$ cat src/rtl/core/slrg_pkg.sv
// Shared constants for the shuffled Lehmer random generator.
package slrg_pkg;

  localparam int VALUE_W = 31;
  localparam int MULT_W  = 15;
  localparam int PROD_W  = VALUE_W + MULT_W;

  localparam logic [MULT_W-1:0]  LCG_MULT = 15'd16807;
  localparam logic [VALUE_W-1:0] LCG_MOD  = 31'h7FFF_FFFF;
  localparam logic [VALUE_W-1:0] SEED_RST = 31'd1;

  localparam int TABLE_SIZE_DEF = 32;

endpackage

$ cat src/rtl/core/shuffled_lehmer_random_generator_unit.sv
// Shuffled Lehmer random generator: minimal standard multiplicative core with a shuffle table.
//
// Input channel: in_valid / in_stall with in_reseed. Each accepted word asks
// for one random number; in_reseed = 1 reloads the generator from the seed
// register first. The first request after reset always seeds.
// Output channel: out_valid / out_stall with out_value (31 bits, never 0).
// Configuration: cfg_wr_en / cfg_wr_data write the seed register (reset 1);
// a seed of 0 or 2^31-1 is replaced by 1 when seeding.
// A plain draw first reads the shuffle table and steps the multiplier, then
// folds the product and swaps the table slot. A seeding draw first runs the
// warm-up steps, each a multiply state followed by a fold state (the fold
// states of the last TABLE_SIZE steps fill the table), then a plain draw.
// A new word is accepted only once the previous draw has finished; in_stall
// is high while a draw is in progress.
// The finished result sits in an output register; a new word is accepted
// while it waits, and a draw only stalls in its final cycle if the previous
// result has still not been taken.
// Reset (rst_n, synchronous, active low) clears control state and the seeded
// flag and sets the seed register to 1; table contents are only valid after seeding.
module shuffled_lehmer_random_generator_unit #(
  parameter int TABLE_SIZE = slrg_pkg::TABLE_SIZE_DEF
) (
  input  logic                         clk,
  input  logic                         rst_n,
  input  logic                         in_valid,
  output logic                         in_stall,
  input  logic                         in_reseed,
  output logic                         out_valid,
  input  logic                         out_stall,
  output logic [slrg_pkg::VALUE_W-1:0] out_value,
  input  logic                         cfg_wr_en,
  input  logic [slrg_pkg::VALUE_W-1:0] cfg_wr_data
);

  localparam int IDX_W = $clog2(TABLE_SIZE);
  localparam int CNT_W = $clog2(TABLE_SIZE + 8);
  localparam int VW    = slrg_pkg::VALUE_W;
  localparam int PW    = slrg_pkg::PROD_W;
  localparam longint SLOT_DIV = 1 + (longint'(2147483646) / TABLE_SIZE);

  localparam logic [2:0] ST_IDLE      = 3'd0;
  localparam logic [2:0] ST_SEED_MUL  = 3'd1;
  localparam logic [2:0] ST_SEED_FOLD = 3'd2;
  localparam logic [2:0] ST_DRAW_MUL  = 3'd3;
  localparam logic [2:0] ST_DRAW_FOLD = 3'd4;

  logic [2:0]       state_r, state_nxt;
  logic [CNT_W-1:0] cnt_r, cnt_nxt;
  logic [VW-1:0]    gen_r, gen_nxt;
  logic [VW-1:0]    held_r, held_nxt;
  logic [VW-1:0]    seed_r;
  logic             seeded_r, seeded_nxt;
  logic [PW-1:0]    prod_r;
  logic [IDX_W-1:0] slot_r, slot_nxt;
  logic             out_valid_r, out_valid_nxt;
  logic [VW-1:0]    out_value_r, out_value_nxt;

  logic             in_acc;
  logic             out_free;
  logic [VW-1:0]    seed_fix;
  logic [VW:0]      fold_sum;
  logic [VW-1:0]    fold_val;
  logic [IDX_W-1:0] slot_calc;
  logic             ram_we, ram_re;
  logic [IDX_W-1:0] ram_waddr;
  logic [VW-1:0]    ram_rdata;

  assign in_stall  = (state_r != ST_IDLE);
  assign in_acc    = in_valid && !in_stall;
  assign out_free  = !out_valid_r || !out_stall;
  assign out_valid = out_valid_r;
  assign out_value = out_value_r;

  assign seed_fix = ((seed_r == '0) || (seed_r == slrg_pkg::LCG_MOD)) ?
                    slrg_pkg::SEED_RST : seed_r;

  // end-around fold for modulus 2^31-1; the sum stays below twice the modulus
  assign fold_sum = {1'b0, prod_r[VW-1:0]} + (VW+1)'(prod_r[PW-1:VW]);
  assign fold_val = (fold_sum >= {1'b0, slrg_pkg::LCG_MOD}) ?
                    VW'(fold_sum - {1'b0, slrg_pkg::LCG_MOD}) : fold_sum[VW-1:0];

  // slot = held / SLOT_DIV as a thermometer of constant thresholds
  always_comb begin
    slot_calc = '0;
    for (int k = 1; k < TABLE_SIZE; k++) begin
      if ({1'b0, held_r} >= (VW+1)'(longint'(k) * SLOT_DIV)) begin
        slot_calc = slot_calc + IDX_W'(1);
      end
    end
  end

  always_comb begin
    state_nxt     = state_r;
    cnt_nxt       = cnt_r;
    gen_nxt       = gen_r;
    held_nxt      = held_r;
    seeded_nxt    = seeded_r;
    slot_nxt      = slot_r;
    out_valid_nxt = out_valid_r && out_stall;
    out_value_nxt = out_value_r;
    ram_we        = 1'b0;
    ram_re        = 1'b0;
    ram_waddr     = slot_r;
    unique case (state_r)
      ST_IDLE: begin
        if (in_acc) begin
          if (!seeded_r || in_reseed) begin
            gen_nxt   = seed_fix;
            cnt_nxt   = CNT_W'(TABLE_SIZE + 7);
            state_nxt = ST_SEED_MUL;
          end else begin
            ram_re    = 1'b1;
            slot_nxt  = slot_calc;
            state_nxt = ST_DRAW_FOLD;
          end
        end
      end
      ST_SEED_MUL: begin
        state_nxt = ST_SEED_FOLD;
      end
      ST_SEED_FOLD: begin
        gen_nxt = fold_val;
        if (cnt_r < CNT_W'(TABLE_SIZE)) begin
          ram_we    = 1'b1;
          ram_waddr = cnt_r[IDX_W-1:0];
        end
        if (cnt_r == '0) begin
          held_nxt   = fold_val;  // entry 0 gets this same word
          seeded_nxt = 1'b1;
          state_nxt  = ST_DRAW_MUL;
        end else begin
          cnt_nxt   = cnt_r - CNT_W'(1);
          state_nxt = ST_SEED_MUL;
        end
      end
      ST_DRAW_MUL: begin
        ram_re    = 1'b1;
        slot_nxt  = slot_calc;
        state_nxt = ST_DRAW_FOLD;
      end
      ST_DRAW_FOLD: begin
        if (out_free) begin
          gen_nxt       = fold_val;
          held_nxt      = ram_rdata;
          ram_we        = 1'b1;
          out_valid_nxt = 1'b1;
          out_value_nxt = ram_rdata;
          state_nxt     = ST_IDLE;
        end
      end
      default: begin
        state_nxt = ST_IDLE;
      end
    endcase
  end

  always_ff @(posedge clk) begin
    if (!rst_n) begin
      state_r     <= ST_IDLE;
      cnt_r       <= '0;
      gen_r       <= '0;
      held_r      <= '0;
      seed_r      <= slrg_pkg::SEED_RST;
      seeded_r    <= 1'b0;
      out_valid_r <= 1'b0;
    end else begin
      state_r     <= state_nxt;
      cnt_r       <= cnt_nxt;
      gen_r       <= gen_nxt;
      held_r      <= held_nxt;
      seeded_r    <= seeded_nxt;
      out_valid_r <= out_valid_nxt;
      if (cfg_wr_en) begin
        seed_r <= cfg_wr_data;
      end
    end
  end

  always_ff @(posedge clk) begin
    slot_r      <= slot_nxt;
    out_value_r <= out_value_nxt;
    // product holds while a draw waits on the output register
    if (state_r != ST_DRAW_FOLD) begin
      prod_r <= PW'(gen_r) * PW'(slrg_pkg::LCG_MULT);
    end
  end

  // read in the multiply cycle, write in the fold cycle: same-slot swap is safe
  slrg_ram #(
    .WIDTH (VW),
    .DEPTH (TABLE_SIZE)
  ) u_table (
    .clk     (clk),
    .wr_en   (ram_we),
    .wr_addr (ram_waddr),
    .wr_data (fold_val),
    .rd_en   (ram_re),
    .rd_addr (slot_calc),
    .rd_data (ram_rdata)
  );

endmodule

$ cat src/rtl/core/slrg_ram.sv
// Generic single-write, single-read RAM with registered read data.
module slrg_ram #(
  parameter int WIDTH = slrg_pkg::VALUE_W,
  parameter int DEPTH = slrg_pkg::TABLE_SIZE_DEF
) (
  input  logic                     clk,
  input  logic                     wr_en,
  input  logic [$clog2(DEPTH)-1:0] wr_addr,
  input  logic [WIDTH-1:0]         wr_data,
  input  logic                     rd_en,
  input  logic [$clog2(DEPTH)-1:0] rd_addr,
  output logic [WIDTH-1:0]         rd_data
);

  logic [WIDTH-1:0] mem_r [DEPTH];
  logic [WIDTH-1:0] rd_data_r;

  always_ff @(posedge clk) begin
    if (wr_en) begin
      mem_r[wr_addr] <= wr_data;
    end
    if (rd_en) begin
      rd_data_r <= mem_r[rd_addr];
    end
  end

  assign rd_data = rd_data_r;

endmodule

$ cat config.mk
export PLATFORM = sky130hd
export DESIGN_NAME = shuffled_lehmer_random_generator_unit
export DESIGN_NICKNAME = d
export VERILOG_FILES = /design/src/rtl/core/slrg_pkg.sv /design/src/rtl/core/shuffled_lehmer_random_generator_unit.sv /design/src/rtl/core/slrg_ram.sv
export SDC_FILE = /design/constraint.sdc
export NUM_CORES = 2
export LEC_CHECK = 0
export ABC_AREA = 0
export BUFFER_PORTS_ARGS = -buffer_cell sky130_fd_sc_hd__buf_2
export CAP_MARGIN = 20
export CORE_MARGIN = 8
export CORE_UTILIZATION = 57
export CTS_CLUSTER_DIAMETER = 100
export DETAILED_ROUTE_END_ITERATION = 6
export PLACE_DENSITY_LB_ADDON = 0.05
export SLEW_MARGIN = 30
export SYNTH_ARGS = -nofsm -noshare
export SYNTH_HDL_FRONTEND = slang
export SYNTH_SLANG_ARGS = --single-unit
$ cat constraint.sdc
create_clock -name clk -period 22 [get_ports clk]
set_input_delay 4.4 -clock clk [delete_from_list [all_inputs] [get_ports clk]]
set_output_delay 4.4 -clock clk [all_outputs]
set_load 0.03 [all_outputs]
==> out/results.tsv <==
stage	metric	value	unit
cts	TritonCTS Buffers	118	
layout	fraction of layout cells with a size suffix above 1	0.1818	
timing	Final min period	19.57	ns
logic_synthesis	synthesized area per cell	15.73	um^2
detailed_routing	antenna-violating nets left	0	
detailed_routing	vias	33320	
layout	Layout Nets	4203	
die	Die W	335.6	um
timing	RSZ-0062 raised after global routing	no	
job	max cap viols	0	
global_route	Global Route Usage Sum	0.2607	
logic_synthesis	area share of the largest cell type after synthesis	0.5701	
logic_synthesis	Synth cell types	95	
die	Vert. Die Dim	335.6	um
cts	post-cts hold buffer count	0	
logic_synthesis	Post-Synth Adder-Cell Area	0.09656	
logic_synthesis	top cells by count, synth	1105 x edfxtp_1, 248 x mux4_2, 234 x ha_1, 234 x mux2i_1, 229 x inv_1	
setup_path	kind of critical path	reg -> reg	
timing	Max-slew headroom	0.3136	
layout	post-layout util	0.6347	
timing	setup tns final	0	ns
setup_path	Critical Path RT	22.45	ns
die	Die ar.	112600	um^2
timing	fmax	51.11	MHz
setup_path	Crit Path Max Fanout	59	
global_route	largest net degree at the start of global routing	151	
timing	Final Max Slew Viols	0	
die	row count	117	
logic_synthesis	compound-gate portion of the synthesized area	0.05535	
layout	fillers	7329	
cts	clk root buf	clkbuf_16	
logic_synthesis	most common cell in the synthesized netlist	edfxtp_1	
detailed_routing	Iter 0 DRT Violations	3041	
detailed_routing	final wirelength	146500	um
global_route	total grt overflow	0	
logic_synthesis	main combinational cell family by area after synthesis	multiplexers	
timing	Hold Fails Final Rpt	0	
logic_synthesis	Post-synth EDFFs	1105	
logic_synthesis	Synth Area in Simple Gates	0.04806	
setup_path	Most common cell on crit path	ha_1	
cts	Post-CTS Repair Setup Buffers	0	
global_route	initial antenna violation count	3	
cts	CTS sink count	1183	
setup_path	startpoint types	register	
logic_synthesis	syn nets	4106	
hold_path	hold path start	u_table.rd_data[12]$_DFFE_PP_	
die	io pins	70	
logic_synthesis	Synth Instances	3701	
die	Initial Utilization	0.5729	
setup_path	slowest cell delay on critical path	0.73	ns
setup_path	slowest stage cell, crit path	buf_4	
cts	clk_lat worst skew	0.71	ns
logic_synthesis	flops & latches, synth	1183	
setup_path	CP endpoint kind	register	
run_status	status	complete, but fails checks	
place	HPWL after DPL	87140	um
cts	PostCTS Resize Cnt	0	
hold_path	Hold Path Class	reg -> reg	
cts	H-tree depth	3	
setup_path	R2R Path Start	held_r[29]$_SDFFE_PN0P_	
logic_synthesis	FFs w/ async S/R, synth	0	
logic_synthesis	main area contributors after synthesis	edfxtp_1 57%, mux4_2 9.6%, ha_1 5.0%	
die	Core ar.	101600	um^2
logic_synthesis	post-synthesis cell area	58210	um^2
logic_synthesis	Most used DFF post-synth	edfxtp_1	
global_route	first-pass GRT wire length	219200	um
logic_synthesis	Yosys warning total	0	
logic_synthesis	mux cell area share after synthesis	0.1450	
cts	CTS clock-pin slew for the worst setup and hold paths	0.06	ns
place	GPL Wtd Cong	0.8819	
power_and_ir_drop	Pwr Total	8.969	mW
cts	Bufs on Longest Clock Path	3	
detailed_routing	DRT Pass-1 Iters	7	
cts	TritonCTS clock tree	built	
timing	fin crit share	0.8894	
logic_synthesis	Yosys top cell by area	edfxtp_1	
layout	P&R area growth vs syn	10.78	%
logic_synthesis	post-synthesis xor/xnor area fraction	0.03156	
power_and_ir_drop	power per cell area	139.1	nW/um^2
detailed_routing	Post-route DRC	2	
timing	endpoints failing setup	0	
timing	Worst Skew	0.03001	ns
setup_path	Critical Path Start	held_r[29]$_SDFFE_PN0P_	
global_route	vias in the first global route	33720	
power_and_ir_drop	VDD IR max	0.08762	mV
detailed_routing	WL/cell	27.84	um
logic_synthesis	sequential fraction of the synthesis area	0.5969	
run_status	failing checks	DRC	
detailed_routing	vias per cell	6.330	
setup_path	Arrival @ worst endpoint	20.01	ns
timing	Least-Margin Pin Slew	1.030	ns
place	Buffers on Ports	69	
power_and_ir_drop	leakage power	22.70	nW
==> state kept, by name, indices dropped and copies added (netlist names) <==
name	count
slot_r	5
held_r	5
seed_r	31
cnt_r	6
prod_r	46
seeded_r	1
gen_r	31
state_r	3
u_table.mem_r	992
out_valid	1
out_value	31
u_table.rd_data	31
==> worst paths after layout <==
check | endpoint | slack [ns] | cells after the start
max reg2reg | u_table.rd_data[19]$_DFFE_PP_ | 2.43 | 85
min reg2reg | out_value[12]$_DFFE_PP_ | 0.43 | 0
min | out_value[12]$_DFFE_PP_ | 0.43 | 0
max | u_table.rd_data[19]$_DFFE_PP_ | 2.43 | 85
==> cell families (layout without fill, tap and decap cells) <==
group | count (synthesis) | count (layout)
fa+ha+maj | 369 | 369
mux | 518 | 518
xor+xnor | 187 | 187
compound gates | 469 | 469
simple gates | 576 | 576
other cells | 0 | 1
flops | 1183 | 1183
buf+inv | 399 | 593
==> worst max-delay path, delay by kind of cell (launching register included) <==
family	cells	cell delay (ns)
buf+inv	6	1.88
compound gates	32	6.40
xor+xnor	12	2.10
mux	9	2.23
simple gates	11	1.65
flops	1	0.32
fa+ha+maj	15	4.60
==> layout make-up <==
| type | instances | area [um^2] | share of cell area |
|---|---|---|---|
| Antenna cell | 1 | 2.502 | 0.00003881 |
| Clock buffer | 151 | 3118 | 0.04835 |
| Multi-Input combinational cell | 2119 | 22360 | 0.3467 |
| Sequential cell | 1183 | 34740 | 0.5388 |
| Clock inverter | 66 | 640.6 | 0.009934 |
| Tap cell | 1368 | 1712 | 0.02654 |
| Timing Repair Buffer | 146 | 1046 | 0.01622 |
| Inverter | 230 | 863.3 | 0.01339 |
==> per-layer routing <==
layer	vias to the layer above	GRT usage	wire [um]	share of wire
li1	14460	-	-	-
met1	17370	0.3904	65180	0.44
met2	1285	0.4152	68420	0.47
met3	208	0.03178	9868	0.067
met4	0	0.05489	3073	0.021
met5	-	0	0	0
==> report_power, final <==
| part | switching [mW] | total (mW) | internal (mW) |
|---|---|---|---|
| Sequential | 0.0831 | 3.28 | 3.20 |
| Combinational | 2.25 | 3.74 | 1.48 |
| Clock | 0.843 | 1.95 | 1.11 |
| Total | 3.18 | 8.97 | 5.79 |
==> stage by stage <==
stage | area, um^2 | hold slack (ns) | instances | setup WS (ns)
after floorplan | 58210 | 0.4003 | 3701 | 3.852
after global placement | 60590 | 0.4105 | 5043 | 3.481
after detailed placement | 60630 | 0.4068 | 5043 | 2.663
after CTS | 64390 | 0.4225 | 5260 | 2.588
after global routing | 64480 | 0.4211 | 5264 | 1.007
final | 64480 | 0.4252 | 5264 | 2.434
==> cells in the final DEF, fill, tap and decap left out, drive strengths merged, types with 13 or more instances in the layout <==
cell type,count
xnor2,136
edfxtp,1105
mux2i,234
fa,134
nor4,22
a21o,27
nand2b,24
ha,234
dfxtp,78
xor2,44
o211ai,13
or2,23
and3,17
o21a,24
nand4,15
buf,146
a21oi,117
or3,15
nor3,40
o21ai,84
a31oi,17
mux4,248
clkinv,46
mux2,36
nand2,148
nor2,173
o31ai,14
clkbuf,151
o21bai,23
a211oi,29
nand3,34
inv,233
Power figures use the tool's default switching activity.
